===== src/cdcs_pkg.sv =====
package cdcs_pkg;

	// item kinds on the slave side tuser
	typedef enum logic [2:0] {
		KIND_EVENT = 3'd0,
		KIND_READ  = 3'd1,
		KIND_SEEK  = 3'd2,
		KIND_MODE  = 3'd3,
		KIND_CHAN  = 3'd4
	} kind_t;

	typedef enum logic [3:0] {
		ST_IDLE        = 4'd0,
		ST_READ_SETLOC = 4'd1,
		ST_READ_WAIT   = 4'd2,
		ST_SEEK_SETLOC = 4'd3,
		ST_SEEK_WAIT   = 4'd4,
		ST_DONE        = 4'd5,
		ST_READ_RETRY  = 4'd6,
		ST_HALT        = 4'd7,
		ST_AUDIO_MODE  = 4'd8,
		ST_AUDIO_FILT  = 4'd9,
		ST_RESET_MODE  = 4'd10,
		ST_ERROR       = 4'd11,
		ST_HANDLE_ERR  = 4'd12
	} seq_state_t;

	typedef enum logic [2:0] {
		ERR_NONE    = 3'd0,
		ERR_SEEK    = 3'd1,
		ERR_GENERIC = 3'd2,
		ERR_READ    = 3'd3,
		ERR_HALT    = 3'd4,
		ERR_AUDIO   = 3'd5,
		ERR_RESET   = 3'd6
	} err_t;

	typedef enum logic [3:0] {
		CMD_SETLOC    = 4'd0,
		CMD_READN     = 4'd1,
		CMD_SEEKL     = 4'd2,
		CMD_PAUSE     = 4'd3,
		CMD_NOP       = 4'd4,
		CMD_STOP      = 4'd5,
		CMD_SETMODE   = 4'd6,
		CMD_SETFILTER = 4'd7,
		CMD_GETTN     = 4'd8
	} cmd_t;

	localparam logic [7:0] FILTER_FILE = 8'd1;

	typedef struct packed {
		logic [2:0]  kind;
		logic        status_complete;
		logic        shell_open;
		logic [31:0] target_location;
		logic        pause_instead;
		logic [7:0]  mode_byte;
		logic [7:0]  channel_number;
	} item_t;

	typedef struct packed {
		seq_state_t  seq;
		logic [2:0]  err;
		logic [31:0] loc;
		logic [7:0]  mode;
		logic [7:0]  chan;
	} ctx_t;

	typedef struct packed {
		logic        command_valid;
		logic [3:0]  command_code;
		logic [31:0] command_location;
		logic [7:0]  command_byte_a;
		logic [7:0]  command_byte_b;
		logic [3:0]  drive_state;
		logic [2:0]  last_error;
		logic        idle;
	} result_t;

endpackage


===== src/cdcs_step.sv =====
module cdcs_step (
	input  cdcs_pkg::item_t   item,
	input  cdcs_pkg::ctx_t    cur,
	output cdcs_pkg::ctx_t    nxt,
	output cdcs_pkg::result_t res
);

	cdcs_pkg::cmd_t code;
	logic           issue;

	// next state and command choice
	always_comb begin
		nxt   = cur;
		issue = 1'b0;
		code  = cdcs_pkg::CMD_SETLOC;
		unique case (item.kind)
			cdcs_pkg::KIND_EVENT: begin
				unique case (cur.seq)
					cdcs_pkg::ST_IDLE: begin
					end
					cdcs_pkg::ST_READ_SETLOC,
					cdcs_pkg::ST_SEEK_SETLOC,
					cdcs_pkg::ST_READ_RETRY,
					cdcs_pkg::ST_HALT,
					cdcs_pkg::ST_AUDIO_MODE,
					cdcs_pkg::ST_AUDIO_FILT,
					cdcs_pkg::ST_RESET_MODE: begin
						issue = 1'b1;
						if (item.status_complete) begin
							unique case (cur.seq)
								cdcs_pkg::ST_READ_SETLOC: begin
									nxt.seq = cdcs_pkg::ST_READ_WAIT;
									code    = cdcs_pkg::CMD_READN;
								end
								cdcs_pkg::ST_SEEK_SETLOC: begin
									nxt.seq = cdcs_pkg::ST_SEEK_WAIT;
									code    = cdcs_pkg::CMD_SEEKL;
								end
								cdcs_pkg::ST_READ_RETRY,
								cdcs_pkg::ST_AUDIO_FILT: begin
									nxt.seq = cdcs_pkg::ST_READ_SETLOC;
									code    = cdcs_pkg::CMD_SETLOC;
								end
								cdcs_pkg::ST_HALT: begin
									nxt.seq = cdcs_pkg::ST_READ_RETRY;
									code    = cdcs_pkg::CMD_PAUSE;
								end
								cdcs_pkg::ST_AUDIO_MODE: begin
									nxt.seq = cdcs_pkg::ST_AUDIO_FILT;
									code    = cdcs_pkg::CMD_SETFILTER;
								end
								default: begin
									nxt.seq = cdcs_pkg::ST_DONE;
									code    = cdcs_pkg::CMD_PAUSE;
								end
							endcase
						end else begin
							nxt.seq = cdcs_pkg::ST_ERROR;
							code    = cdcs_pkg::CMD_NOP;
							unique case (cur.seq)
								cdcs_pkg::ST_SEEK_SETLOC: nxt.err = cdcs_pkg::ERR_SEEK;
								cdcs_pkg::ST_HALT:        nxt.err = cdcs_pkg::ERR_HALT;
								cdcs_pkg::ST_AUDIO_MODE,
								cdcs_pkg::ST_AUDIO_FILT:  nxt.err = cdcs_pkg::ERR_AUDIO;
								cdcs_pkg::ST_RESET_MODE:  nxt.err = cdcs_pkg::ERR_RESET;
								default:                  nxt.err = cdcs_pkg::ERR_READ;
							endcase
						end
					end
					cdcs_pkg::ST_READ_WAIT,
					cdcs_pkg::ST_SEEK_WAIT,
					cdcs_pkg::ST_DONE: begin
						if (item.status_complete) begin
							nxt.seq = cdcs_pkg::ST_IDLE;
						end else begin
							issue   = 1'b1;
							nxt.seq = cdcs_pkg::ST_ERROR;
							code    = cdcs_pkg::CMD_NOP;
							unique case (cur.seq)
								cdcs_pkg::ST_SEEK_WAIT: nxt.err = cdcs_pkg::ERR_SEEK;
								cdcs_pkg::ST_DONE:      nxt.err = cdcs_pkg::ERR_GENERIC;
								default:                nxt.err = cdcs_pkg::ERR_READ;
							endcase
						end
					end
					cdcs_pkg::ST_ERROR: begin
						issue = 1'b1;
						// shell open keeps the error pending
						if (item.status_complete && !item.shell_open) begin
							nxt.seq = cdcs_pkg::ST_HANDLE_ERR;
							code    = cdcs_pkg::CMD_GETTN;
						end else begin
							code = cdcs_pkg::CMD_NOP;
						end
					end
					cdcs_pkg::ST_HANDLE_ERR: begin
						if (!item.status_complete) begin
							issue   = 1'b1;
							nxt.seq = cdcs_pkg::ST_ERROR;
							code    = cdcs_pkg::CMD_NOP;
						end else begin
							// retry according to the recorded error class
							issue = 1'b1;
							unique case (cur.err)
								cdcs_pkg::ERR_SEEK: begin
									nxt.seq = cdcs_pkg::ST_SEEK_SETLOC;
									code    = cdcs_pkg::CMD_SETLOC;
								end
								cdcs_pkg::ERR_GENERIC: begin
									nxt.seq = cdcs_pkg::ST_DONE;
									code    = cdcs_pkg::CMD_PAUSE;
								end
								cdcs_pkg::ERR_READ: begin
									nxt.seq = cdcs_pkg::ST_READ_RETRY;
									code    = cdcs_pkg::CMD_PAUSE;
								end
								cdcs_pkg::ERR_HALT: begin
									nxt.seq = cdcs_pkg::ST_HALT;
									code    = cdcs_pkg::CMD_STOP;
								end
								cdcs_pkg::ERR_AUDIO: begin
									nxt.seq = cdcs_pkg::ST_AUDIO_MODE;
									code    = cdcs_pkg::CMD_SETMODE;
								end
								cdcs_pkg::ERR_RESET: begin
									nxt.seq = cdcs_pkg::ST_RESET_MODE;
									code    = cdcs_pkg::CMD_SETMODE;
								end
								default: begin
									issue = 1'b0;
								end
							endcase
						end
					end
					default: begin
					end
				endcase
			end
			cdcs_pkg::KIND_READ: begin
				nxt.loc = item.target_location;
				nxt.seq = cdcs_pkg::ST_READ_SETLOC;
				issue   = 1'b1;
				code    = cdcs_pkg::CMD_SETLOC;
			end
			cdcs_pkg::KIND_SEEK: begin
				issue = 1'b1;
				if (item.pause_instead) begin
					nxt.seq = cdcs_pkg::ST_DONE;
					code    = cdcs_pkg::CMD_PAUSE;
				end else begin
					nxt.loc = item.target_location;
					nxt.seq = cdcs_pkg::ST_SEEK_SETLOC;
					code    = cdcs_pkg::CMD_SETLOC;
				end
			end
			cdcs_pkg::KIND_MODE: begin
				nxt.mode = item.mode_byte;
				nxt.seq  = cdcs_pkg::ST_RESET_MODE;
				issue    = 1'b1;
				code     = cdcs_pkg::CMD_SETMODE;
			end
			cdcs_pkg::KIND_CHAN: begin
				nxt.chan = item.channel_number;
			end
			default: begin
			end
		endcase
	end

	// command parameters come from the updated context
	always_comb begin
		res                  = '0;
		res.command_valid    = issue;
		res.drive_state      = nxt.seq;
		res.last_error       = nxt.err;
		res.idle             = (nxt.seq == cdcs_pkg::ST_IDLE);
		if (issue) begin
			res.command_code = code;
			unique case (code)
				cdcs_pkg::CMD_SETLOC: res.command_location = nxt.loc;
				cdcs_pkg::CMD_SETMODE: res.command_byte_a = nxt.mode;
				cdcs_pkg::CMD_SETFILTER: begin
					res.command_byte_a = cdcs_pkg::FILTER_FILE;
					res.command_byte_b = nxt.chan;
				end
				default: begin
				end
			endcase
		end
	end

endmodule


===== src/cd_drive_command_sequencer_unit.sv =====
// optical drive command sequencer
// slave channel (s_axis_*): one item per host request or drive completion event,
//   kind in tuser (0 event, 1 start read, 2 start seek or pause, 3 set mode,
//   4 set channel), the rest in tdata
// master channel (m_axis_*): exactly one item out per item in, carrying the
//   drive command to issue (if any) with its parameters, plus the sequencer
//   state, the last error class and an idle flag after the item
// flow: an accepted item is held in the input register, and its result is
//   loaded into the output register, which raises m_axis_tvalid, once that
//   register is free
// throughput: one item per cycle unless stalled; the transition is one pass of
//   logic between the input register and the output register, and the context
//   (state, error, location, mode, channel) updates as the result is loaded
// reset: arst_n clears both valid flags and puts the context at idle, no error,
//   location, mode and channel zero
// stall: while m_axis_tready is low the output item holds; the input register
//   keeps taking one more item, then s_axis_tready drops until the output drains
module cd_drive_command_sequencer_unit (
	input  logic        clk,
	input  logic        arst_n,
	input  logic        s_axis_tvalid,
	output logic        s_axis_tready,
	// [0] status_complete, [1] shell_open, [33:2] target_location,
	// [34] pause_instead, [42:35] mode_byte, [50:43] channel_number, [55:51] zero
	input  logic [55:0] s_axis_tdata,
	// [2:0] kind
	input  logic [2:0]  s_axis_tuser,
	output logic        m_axis_tvalid,
	input  logic        m_axis_tready,
	// [0] command_valid, [4:1] command_code, [36:5] command_location,
	// [44:37] command_byte_a, [52:45] command_byte_b, [56:53] drive_state,
	// [59:57] last_error, [60] idle, [63:61] zero
	output logic [63:0] m_axis_tdata
);

	cdcs_pkg::item_t   item_s1;
	logic              valid_s1;
	cdcs_pkg::ctx_t    ctx_q;
	cdcs_pkg::ctx_t    ctx_nxt;
	cdcs_pkg::result_t res;
	cdcs_pkg::result_t res_s2;
	logic              valid_s2;
	logic              adv_s2;
	logic              adv_s1;

	// output register is free when empty or being drained
	assign adv_s2        = !valid_s2 || m_axis_tready;
	assign s_axis_tready = !valid_s1 || adv_s2;
	assign adv_s1        = s_axis_tvalid && s_axis_tready;

	// valid flags and context
	always_ff @(posedge clk or negedge arst_n) begin
		if (!arst_n) begin
			valid_s1 <= 1'b0;
			valid_s2 <= 1'b0;
			ctx_q    <= '{seq: cdcs_pkg::ST_IDLE, err: cdcs_pkg::ERR_NONE,
				loc: '0, mode: '0, chan: '0};
		end else begin
			if (s_axis_tready) begin
				valid_s1 <= s_axis_tvalid;
			end
			if (adv_s2) begin
				valid_s2 <= valid_s1;
				if (valid_s1) begin
					ctx_q <= ctx_nxt;
				end
			end
		end
	end

	// payload registers
	always_ff @(posedge clk) begin
		if (adv_s1) begin
			item_s1.kind            <= s_axis_tuser;
			item_s1.status_complete <= s_axis_tdata[0];
			item_s1.shell_open      <= s_axis_tdata[1];
			item_s1.target_location <= s_axis_tdata[33:2];
			item_s1.pause_instead   <= s_axis_tdata[34];
			item_s1.mode_byte       <= s_axis_tdata[42:35];
			item_s1.channel_number  <= s_axis_tdata[50:43];
		end
		if (adv_s2 && valid_s1) begin
			res_s2 <= res;
		end
	end

	cdcs_step u_step (
		.item (item_s1),
		.cur  (ctx_q),
		.nxt  (ctx_nxt),
		.res  (res)
	);

	assign m_axis_tvalid = valid_s2;
	assign m_axis_tdata  = {3'b000, res_s2.idle, res_s2.last_error, res_s2.drive_state,
		res_s2.command_byte_b, res_s2.command_byte_a, res_s2.command_location,
		res_s2.command_code, res_s2.command_valid};

endmodule


===== config.mk =====
export PLATFORM = sky130hd
export DESIGN_NAME = cd_drive_command_sequencer_unit
export DESIGN_NICKNAME = d
export VERILOG_FILES = /design/src/cdcs_pkg.sv /design/src/cdcs_step.sv /design/src/cd_drive_command_sequencer_unit.sv
export SDC_FILE = /design/constraint.sdc
export NUM_CORES = 1
export LEC_CHECK = 0
export BUFFER_PORTS_ARGS = -buffer_cell sky130_fd_sc_hd__buf_4
export CELL_PAD_IN_SITES_DETAIL_PLACEMENT = 1
export CELL_PAD_IN_SITES_GLOBAL_PLACEMENT = 2
export CORE_MARGIN = 8
export CORE_UTILIZATION = 38
export DETAILED_ROUTE_END_ITERATION = 6
export PLACE_DENSITY_LB_ADDON = 0.12
export SLEW_MARGIN = 20
export SYNTH_ARGS = -nofsm -noshare
export SYNTH_HDL_FRONTEND = slang
export SYNTH_SLANG_ARGS = --single-unit
export TNS_END_PERCENT = 1

===== constraint.sdc =====
create_clock -name clk -period 4.99 [get_ports clk]
set_input_delay 0.998 -clock clk [delete_from_list [all_inputs] [get_ports clk]]
set_output_delay 0.998 -clock clk [all_outputs]
set_load 0.01 [all_outputs]

==> metrics <==
Initial Util 38.4%; Final min period 3.43 ns; # setup viols final 0; IO Port Bufs 120; Crit Path Class reg2reg; initial antenna violation count 0; crit-path max FO 32; Post-Syn Instances 596; flops & latches, synth approximately 170; leakage power 0.00357 uW; most common cell after layout, fill and taps aside buf_4; Yosys top cell by area edfxtp_1; fin crit share a little under 70%; pin count of the biggest net entering global routing 65; Post-Layout Cell Count a little under 1000; Routed Wire Length 19300 um; Num Clock Sinks approximately 170; crit end category register; P&R area growth vs syn 20.9%; Tightest Pin Transition 1.10 ns; Hold Violations, Final 0; Max-Slew Margin vs Limit 26.3%; post-CTS resize count 0; dominant cells by area after synthesis edfxtp_1 (45%), dfrtp_1 (18%), mux2i_1 (6.2%), nand2_1 (3.8%), nor3_2 (3.8%); reg-to-reg endpoint m_axis_tdata[5]$_SDFFCE_PN0P_; grt ovf 0; CP Launch Type register; wire per inst roughly 20 um; first-pass GRT wire length between 30000 and 40000 um; DRT iter0 DRCs approximately 300; CP required a little over 5 ns; Syn Std Cell Area ~7700 um2; die area ~25000 um2; vias in the first global route roughly 5500; critical path arrival approximately 3.6 ns; Fmax between 200 and 300 MHz; gr usage total roughly 16%; average size of a mapped cell roughly 13 um2; Synth top area share about 45%; max cap viols 0; Ports 129; PD cells about 420 nW/um2; Post-route DRC 0; commonest cells after routing, fill and taps aside buf_4 (126), edfxtp_1 (115), nand2_1 (77); Yosys cell types 70; post-route setup slack 1.56 ns; Die W approximately 160 um; n_diodes 0; via/cell ratio about 5.2; r2r setup slk 1.56 ns; Fin Clk Skew around 0.019 ns; placed cell count 950; Peak VDD IR between 0.2 and 0.25 mV; CTS tree done; hold path depth 2; worst slack on hold paths 0.477 ns; WHS Endpoint ctx_q[17]$_DFFE_PN0P_; ANT nets after route 0; H-tree Lvls 4; gp weighted congestion roughly 0.83; Reg clk slew, reported paths 0.07 ns; yosys warns 0; die height approximately 160 um; post-synthesis sequential area ratio about 63%; EDFF count, synth 115; vias 5090; Worst R2R Start ctx_q[51]$_DFFE_PN0P_; HP Start ctx_q[17]$_DFFE_PN0P_; Final HPWL DP roughly 12000 um; Final Max Slew Viols 0; setup_tns 0 ns; Skew-Pair Late Insertion Delay about 0.43 ns; clock root cell clkbuf_16; worst min path class reg2reg; RSZ-0062 raised after global routing no; layout net count ~760; # Post-CTS Setup Buffers 0; CTS Hold Bufs 0; prevailing post-synth register cell edfxtp_1; Max Buffers Root-to-Sink 2; post-place setup slack between 1 and 1.5 ns; CTS Buf Count 17; reg2reg path depth 5; share of cells above drive strength 1 a little under a third; Core Box Area 20100 um2; drt pass-1 iters 4; # rows 52; ys async rst share about 33%; fillers slightly above 2000; status finished clean
[through the flow]
stage               instance area, um2  util, %  power (uW)
floorplan                         7730        -        2370
global placement                  8740     43.5        2590
detailed placement                8740     43.5        2620
CTS                               9320     46.4        3930
global route                      9330     46.4        4070
finish                            9330     46.4        3880
[state kept, by name, summed over array words and instances, names as in the netlist]
register / count
m_axis_tdata: 61
item_s1: 54
valid_s1: 1
m_axis_tvalid: 1
ctx_q: 55
[worst max-delay path: stages, from the launching register on]
cell and delay [ns]:
dfrtp_1 0.92, mux2_2 0.29, o2bb2ai_1 0.09, a2111oi_0 0.74, a211o_2 0.91, nor3_1 0.16
[where the power goes]
part	switching (uW)	total, uW	internal [uW]
clock	602	1310	706
combinational	397	698	301
sequential	169	1880	1710
total	1170	3880	2710
[worst max path at each step]
stage                                startpoint                             to  cells after the start
after floorplan                   m_axis_tready           ctx_q[0]$_DFFE_PN0P_                      6
after global placement            m_axis_tready          ctx_q[32]$_DFFE_PN0P_                      7
after detailed placement          m_axis_tready          ctx_q[38]$_DFFE_PN0P_                      7
after CTS                 ctx_q[51]$_DFFE_PN0P_  m_axis_tdata[5]$_SDFFCE_PN0P_                      5
after global routing      ctx_q[51]$_DFFE_PN0P_  m_axis_tdata[5]$_SDFFCE_PN0P_                      5
final                     ctx_q[51]$_DFFE_PN0P_  m_axis_tdata[5]$_SDFFCE_PN0P_                      5
[cells in the mapped netlist, types with 4 or more instances]
| cell type | number |
|---|---|
| edfxtp_1 | 115 |
| nand2_1 | 78 |
| dfrtp_1 | 57 |
| mux2i_1 | 48 |
| o21ai_0 | 44 |
| nor2_1 | 29 |
| nor3_2 | 29 |
| clkbuf_1 | 23 |
| mux2_2 | 21 |
| a21oi_1 | 14 |
| nand2b_1 | 10 |
| buf_6 | 7 |
| inv_1 | 7 |
| nor3_1 | 6 |
| o211ai_1 | 6 |
| clkbuf_8 | 5 |
| nand3_1 | 5 |
| nor2b_1 | 5 |
| a31oi_1 | 4 |
| and2_1 | 4 |
| buf_4 | 4 |
| nand4_1 | 4 |
[logic make-up (layout without fill, tap and decap cells)]
kind of cell | after synthesis | in the layout | synth area share [%]
AO/OA/AOI/OAI | 103 | 103 | 8.59
XOR/XNOR | 3 | 3 | 0.340
buffers and inverters | 51 | 165 | 4.18
flip-flops | 172 | 172 | 63.2
multiplexers | 69 | 69 | 9.28
other | 1 | 3 | 0.0486
AND/OR/NAND/NOR | 197 | 197 | 14.4
[area by class of cell]
| type | count | area, um2 | area share (%) |
|---|---|---|---|
| flip-flops and latches | 172 | 4880 | 52.3 |
| inverters | 7 | 27.5 | 0.295 |
| repair buffers | 126 | 946 | 10.1 |
| clock buffers | 17 | 425 | 4.56 |
| multi-input cells | 375 | 2560 | 27.4 |
| clock inverters | 15 | 156 | 1.68 |
| well taps | 270 | 338 | 3.62 |
[metal layers]
| metal | routed length, um | track usage (%) | vias to the layer above |
|---|---|---|---|
| met5 | 0 | 0 | - |
| li1 | - | - | 2392 |
| met1 | 8340 | 19.3 | 2583 |
| met3 | 824 | 3.83 | 16 |
| met4 | 322 | 6.15 | 0 |
| met2 | 9830 | 27.2 | 99 |
Power figures use the tool's default switching activity.
